**config.mk**
```make
export PLATFORM = sky130hd
export DESIGN_NAME = rau_divider
export DESIGN_NICKNAME = d
export VERILOG_FILES = /design/src/rau_pkg.sv /design/src/rau_divider.sv
export SDC_FILE = /design/constraint.sdc
export NUM_CORES = 1
export LEC_CHECK = 0
export ABC_AREA = 1
export BUFFER_PORTS_ARGS = -buffer_cell sky130_fd_sc_hd__buf_2
export CORE_MARGIN = 2
export CORE_UTILIZATION = 40
export CTS_CLUSTER_SIZE = 28
export DETAILED_ROUTE_END_ITERATION = 12
export PLACE_DENSITY_LB_ADDON = 0.3
export SLEW_MARGIN = 5
export SYNTH_ARGS = -nofsm -noshare
export SYNTH_HDL_FRONTEND = slang
export SYNTH_SLANG_ARGS = --single-unit
```
**constraint.sdc**
```tcl
create_clock -name clk -period 5.1 [get_ports clk]
set_input_delay 0.765 -clock clk [delete_from_list [all_inputs] [get_ports clk]]
set_output_delay 0.765 -clock clk [all_outputs]
set_load 0.005 [all_outputs]
```
**src/rau_pkg.sv**
```systemverilog
// Package for the rational arithmetic unit: opcodes, widths and word types.
// No dependencies.
`timescale 1ns / 1ps
`default_nettype none
package rau_pkg;
	localparam int OpW = 32;
	localparam int DblW = 64;
	localparam int DefWidth = 32;

	localparam logic [2:0] FUNC_ADD = 3'd0;
	localparam logic [2:0] FUNC_SUB = 3'd1;
	localparam logic [2:0] FUNC_MUL = 3'd2;
	localparam logic [2:0] FUNC_DIV = 3'd3;
	localparam logic [2:0] FUNC_NEG = 3'd4;
	localparam logic [2:0] FUNC_CMP = 3'd5;

	typedef logic [DblW-1:0] dword_t;
	typedef logic [OpW-1:0] word_t;
endpackage
`default_nettype wire

```
**src/rau_divider.sv**
```systemverilog
// Restoring divider, one quotient bit per cycle, 64-bit dividend by 64-bit divisor.
// Depends on rau_pkg.
`timescale 1ns / 1ps
`default_nettype none
module rau_divider (
	input  wire logic          clk,
	input  wire logic          arst_n,
	input  wire logic          start,
	input  wire rau_pkg::dword_t dividend,
	input  wire rau_pkg::dword_t divisor,
	output logic               done,
	output rau_pkg::dword_t    quotient
);
	import rau_pkg::*;

	dword_t quo_q;
	dword_t dvs_q;
	logic [DblW:0] rem_q;
	logic [6:0] cnt_q;
	logic busy_q;
	logic [DblW:0] shifted;
	logic [DblW:0] diff;

	assign shifted = {rem_q[DblW-1:0], quo_q[DblW-1]};
	assign diff = shifted - {1'b0, dvs_q};
	assign quotient = quo_q;

	always_ff @(posedge clk or negedge arst_n) begin
		if (!arst_n) begin
			busy_q <= 1'b0;
			done <= 1'b0;
			cnt_q <= '0;
		end else begin
			done <= 1'b0;
			if (start) begin
				busy_q <= 1'b1;
				cnt_q <= 7'(DblW);
			end else if (busy_q) begin
				cnt_q <= cnt_q - 7'd1;
				if (cnt_q == 7'd1) begin
					busy_q <= 1'b0;
					done <= 1'b1;
				end
			end
		end
	end

	always_ff @(posedge clk) begin
		if (start) begin
			quo_q <= dividend;
			dvs_q <= divisor;
			rem_q <= '0;
		end else if (busy_q) begin
			if (!diff[DblW]) begin
				rem_q <= diff;
				quo_q <= {quo_q[DblW-2:0], 1'b1};
			end else begin
				rem_q <= shifted;
				quo_q <= {quo_q[DblW-2:0], 1'b0};
			end
		end
	end
endmodule
`default_nettype wire

```
==> impl_metrics.json, run 1 <==
{
  "status": "finished, final reports clean",
  "fp.dieW_um": 195.1,
  "tightest_slew_ns": 0.8619,
  "ir_drop_mv": 0.3147,
  "path_common_cell": "nand2_1",
  "fp-row-count": 69,
  "dpl_cell_area_um2": 15970,
  "setup_viol": 0,
  "synthCells": 2293,
  "critPathSlowestCell": "nand2_2",
  "routedWlPerCell_um": 14.40,
  "rsz0062_at_grt": "no",
  "cts-buffers-inserted": 24,
  "maxCapViolations": 0,
  "yosys-top-cells-area": "nand2_1 27%, edfxtp_1 26%, inv_1 13%",
  "hold_path_class": "in2async",
  "top_usage_layer": "met2",
  "synth-xor-area-share": 0.01860,
  "cts_max_level": 1,
  "yosys_warnings": 0,
  "final.setup_skew_ns": 0.02675,
  "postCtsSetupBuffers": 0,
  "multi_input_area_um2": 7109,
  "regArea_um2": 5350,
  "clockRootBuffer": "clkbuf_16",
  "drc_errors": 0,
  "yosysMostFrequentCell": "nand2_1",
  "antenna_found_initial": 1,
  "relSlewSlack": 0.4241,
  "finalWorstSetupSlack_ns": 1.757,
  "cp_cell_sequence": "inv_1 -> ha_1 -> fa_1 -> inv_1 -> nand2_1 -> nand2_1 -> nand3_1 -> nand2_2 -> nand2_1 -> nand2_2 -> nand2_1 -> nand2_2 -> nand2_2 -> nand2_2 -> nand2_1 -> nand2_2 -> buf_12 -> nand2_1 -> nand3_1 -> nand2_1",
  "track_usage": 0.2275,
  "critPathKind": "reg2reg",
  "cts_resized": 0,
  "layout_worst_path_cycle_share": 0.6555,
  "ant_nets": 0,
  "io_pins": 196,
  "cts_sinks": 201,
  "vias_per_cell": 4.602,
  "slew_violations": 0,
  "avgSynthCellArea_um2": 6.367,
  "yosysSeqAreaShare": 0.3664,
  "path_clk_slew_ns": 0.06,
  "start_kind": "flip-flop",
  "max_stage_delay_ns": 0.61,
  "first_pass_iters": 8,
  "tritoncts": "yes",
  "syn-cell-area_um2": 14600,
  "layout_min_cycle_time_ns": 3.343,
  "met3_usage": 0.05302,
  "ys_ff_latch": 201,
  "synth_common_cells": "1047 x nand2_1, 496 x inv_1, 131 x nand3_1",
  "grt-ovfl-total": 0,
  "gp_congestion": 0.9479,
  "crit_family": "simple AND/OR/NAND/NOR gates",
  "yosys.cell_types.count": 36,
  "post_route_cells_drive_above_1_share": 0.1237,
  "grtUsageMet1": 0.3024,
  "vias": 13618,
  "cts_hold_buf": 0,
  "syn_to_final_growth_pct": 14.64,
  "timing.fmax_ghz": 0.2991,
  "synth_top_area_share": 0.2692,
  "synth_edf_count": 128,
  "hpwl_um": 34090,
  "synthSimpleGateAreaFrac": 0.3829,
  "clockBufferDepth": 3,
  "clk_latency_ns": 0.56,
  "fin_setup_tns_ns": 0,
  "synthMuxAreaShare": 0,
  "synth_top_cell_by_area": "nand2_1",
  "antenna_cells": 0,
  "grt_max_degree": 72,
  "pre_cts_ws_ns": 1.729,
  "dieArea_um2": 38040,
  "core_um2": 35740,
  "synthFlopType": "edfxtp_1",
  "grt_pass1_vias": 13369,
  "fin_nets": 2678,
  "synth_top_family_by_area": "simple AND/OR/NAND/NOR gates",
  "final_area_um2": 16740,
  "grt_pass1_wl_um": 69590,
  "grtUsageMet2": 0.3737,
  "die_h_um": 195.1,
  "syn_nets": 2491,
  "cp_num_buf_inv": 3,
  "wl_um": 42610,
  "path_max_fanout": 35,
  "synth_fa_ha_area_frac": 0.05793,
  "hold_violations": 0,
  "p_leak_nw": 9.696,
  "endpoint_kind": "flip-flop",
  "synth-async-reset-ratio": 0.04478,
  "cp.required_ns": 5.53,
  "portBuffers": 195,
  "arrival_ns": 3.77,
  "initial_utilization": 0.4085,
  "cellPowerDensity_nw_per_um2": 245.8,
  "synth_compound_area_frac": 0.02648,
  "n_fill_cell": 3885,
  "first_iter_violations": 924,
  "finalCoreUtilization": 0.4683
}
[final cells by class]
class | count | area share
clock inverters | 16 | 0.009195
repair buffers | 203 | 0.06279
clock buffers | 28 | 0.03678
inverters | 501 | 0.1124
multi-input cells | 1549 | 0.4248
flip-flops and latches | 201 | 0.3197
well taps | 461 | 0.03446
[registers in the layout, summed over array words and instances (netlist names)]
name and cells:
busy_q 1, cnt_q 7, quotient 64, dvs_q 64, done 1, rem_q 64
[kinds of logic (layout without fill, tap and decap cells)]
| group | after synthesis | after routing |
|---|---|---|
| AOI/OAI and AO/OA | 75 | 75 |
| DFF | 201 | 201 |
| adders and majority gates | 67 | 67 |
| xor gates and xnor gates | 31 | 31 |
| buffers and inverters | 543 | 748 |
| and+or+nand+nor | 1376 | 1376 |
[per-stage QoR]
stage | std cells | hold slack, ns | power, mW
finish | 2959 | 0.05024 | 4.114
floorplan | 2293 | 0.4482 | 2.241
detailed placement | 2915 | 0.4611 | 2.464
global placement | 2915 | 0.4566 | 2.457
global route | 2959 | 0.05932 | 4.316
CTS | 2959 | 0.03139 | 4.170
[cells in the final DEF, fill, tap and decap left out, drive strengths merged, types with 13 or more instances in the layout]
cell type | synthesis | routed
edfxtp | 128 | 128
buf | 21 | 203
inv | 501 | 501
nor3 | 13 | 13
a21oi | 54 | 54
nand2 | 1095 | 1095
o21ai | 19 | 19
xnor2 | 25 | 25
clkinv | 0 | 13
clkbuf | 21 | 28
dfxtp | 64 | 64
nand3 | 132 | 132
ha | 66 | 66
nor2 | 115 | 115
[final timing paths]
path,from,end,slack [ns],cells past startpoint
setup / recovery,quotient[63],rem_q[42],1.76,20
setup reg to reg,quotient[63],rem_q[42],1.76,20
hold / removal,arst_n,cnt_q[3],0.05,1
hold reg to reg,rem_q[14],rem_q[14],0.47,2
min in group clk,divisor[7],dvs_q[7],0.38,1
max in group asynchronous,arst_n,cnt_q[1],4.86,1
[where the power goes]
part	leakage [nW]	total, mW	switching [mW]	internal [mW]
Sequential	1.95	1.91	0.0573	1.86
Combinational	7.36	0.514	0.321	0.193
Clock	0.380	1.69	0.715	0.972
Total	9.70	4.11	1.09	3.02
[per-layer routing]
metal	wire length, um	vias up
met5	10	-
met4	993	2
met3	3036	54
met2	18880	363
met1	19690	5984
li1	-	7215
Note: power is estimated with default switching activity, not from simulation.
==> run 2: changes to the inputs <==
==> constraint.sdc (replaced) <==
create_clock -name clk -period 2.95 [get_ports clk]
set_input_delay 0.4425 -clock clk [delete_from_list [all_inputs] [get_ports clk]]
set_output_delay 0.4425 -clock clk [all_outputs]
set_load 0.005 [all_outputs]
==> impl_metrics.json, run 2 (synthesized netlist as in run 1, its figures left out) <==
{
  "status": "finished, final reports clean",
  "path_clk_slew_ns": 0.06,
  "setup_viol": 0,
  "ir_drop_mv": 0.5098,
  "p_sw_mw": 1.885,
  "fin_setup_tns_ns": 0,
  "cts_sinks": 201,
  "grt-ovfl-total": 0,
  "vias_per_cell": 4.721,
  "layout_min_cycle_time_ns": 2.771,
  "cts-buffers-inserted": 23,
  "drc_errors": 0,
  "grt_max_degree": 84,
  "grt_pass1_wl_um": 69110,
  "layout_worst_path_cycle_share": 0.9394,
  "p_leak_nw": 9.853,
  "ant_nets": 0,
  "syn_to_final_growth_pct": 16.84,
  "final_cell_mix": "1047 x nand2_1, 494 x inv_1, 194 x buf_2, 131 x nand3_1, 128 x edfxtp_1",
  "clkPwrFrac": 0.405,
  "fin_nets": 2696,
  "first_iter_violations": 1186,
  "relSlewSlack": 0.3519,
  "routedWlPerCell_um": 15.27,
  "hpwl_um": 34490,
  "vias": 14049,
  "final.setup_skew_ns": 0.01252,
  "initial_utilization": 0.4085,
  "p_int_mw": 5.223,
  "n_fill_cell": 3806,
  "gp_congestion": 0.9462,
  "timing.hold.ws_ns": 0.07006,
  "clk_latency_ns": 0.54,
  "tritoncts": "yes",
  "grt_pass1_vias": 13409,
  "combPwrFrac": 0.129,
  "cellPowerDensity_nw_per_um2": 416.7,
  "path_max_fanout": 8,
  "cp.required_ns": 3.38,
  "start_kind": "flip-flop",
  "clockRootBuffer": "clkbuf_16",
  "arrival_ns": 3.21,
  "antenna_cells": 0,
  "final_common_cell": "nand2_1",
  "tightest_slew_ns": 0.9721,
  "slew_violations": 0,
  "critPathKind": "reg2reg",
  "timing.fmax_ghz": 0.3609,
  "pwr-share-seq": 0.465,
  "first_pass_iters": 6,
  "antenna_found_initial": 2,
  "io_pins": 196,
  "rsz0062_at_grt": "no",
  "fp.dieW_um": 195.1,
  "maxCapViolations": 0,
  "wl_um": 45460,
  "fp-row-count": 69,
  "dieArea_um2": 38040,
  "core_um2": 35740,
  "hold_violations": 0,
  "endpoint_kind": "flip-flop",
  "cts_max_level": 1,
  "hold_path_class": "in2reg",
  "post_route_cells_drive_above_1_share": 0.1300,
  "track_usage": 0.2263,
  "swShare": 0.2652,
  "die_h_um": 195.1,
  "clockBufferDepth": 3,
  "portBuffers": 195
}
run 2: critical path, cell delays in order (launching register included):
cell	delay (ns)
edfxtp_1	0.32
inv_1	0.04
ha_1	0.35
nand2_1	0.13
nor2_1	0.30
nand2_1	0.25
nor4_4	0.26
nand2_2	0.12
nand2_2	0.10
nand2_1	0.09
nand2_4	0.25
clkbuf_16	0.24
nand2_1	0.06
nand3_1	0.08
nand2_1	0.05
run 2: repair_timing:
action / 4_1_cts / 5_1_grt
gates resized for setup: 0 / 8
hold buffers: 1 / 0
hold endpoints to repair: 9 / 0
endpoints found under the setup margin: 0 / 61
setup buffers: 0 / 3
run 2: area by class of cell:
cell class	count	area, um2	area share
clock inverters	14	138.9	0.008141
flip-flops and latches	201	5350	0.3136
clock buffers	28	614.3	0.03601
well taps	461	576.8	0.03381
multi-input cells	1549	7128	0.4179
repair buffers	222	1370	0.08031
inverters	501	1881	0.1102
run 2: worst paths after layout:
check | start | endpoint | slack, ns | cells past startpoint
min in group asynchronous | arst_n | cnt_q[3] | 0.32 | 2
worst min-delay path | divisor[44] | dvs_q[44] | 0.07 | 1
max in group asynchronous | arst_n | busy_q | 2.43 | 2
worst max-delay path | dvs_q[39] | rem_q[55] | 0.18 | 14
worst min register to register | rem_q[12] | rem_q[12] | 0.47 | 2
worst max register to register | dvs_q[39] | rem_q[55] | 0.18 | 14
run 2: metal layers:
layer  up-vias  share of wire  global-route usage
met2       434           0.45              0.3790
met5         -        0.00051                   0
li1       7256              -                   -
met3        63          0.069             0.04145
met4         4          0.026             0.05994
met1      6292           0.45              0.3008
run 2: stage by stage:
step	worst slack [ns]	util	std cells	power, mW	area (um2)
finish	0.1788	0.4773	2976	7.109	17060
global route	0.002804	0.4773	2976	7.447	17060
CTS	0.1725	0.4708	2964	7.196	16830
detailed placement	0.1766	0.4494	2921	4.278	16060
global placement	0.2895	0.4494	2921	4.267	16060
floorplan	0.4587	-	2293	3.874	14600
run 2: power by group through the flow:
stage / sequential (mW) / combinational [mW] / clock, mW
floorplan: 3.35 / 0.526 / 0
global placement: 3.36 / 0.908 / 0
detailed placement: 3.36 / 0.917 / 0
CTS: 3.31 / 0.920 / 2.97
global route: 3.33 / 1.05 / 3.07
finish: 3.31 / 0.919 / 2.88
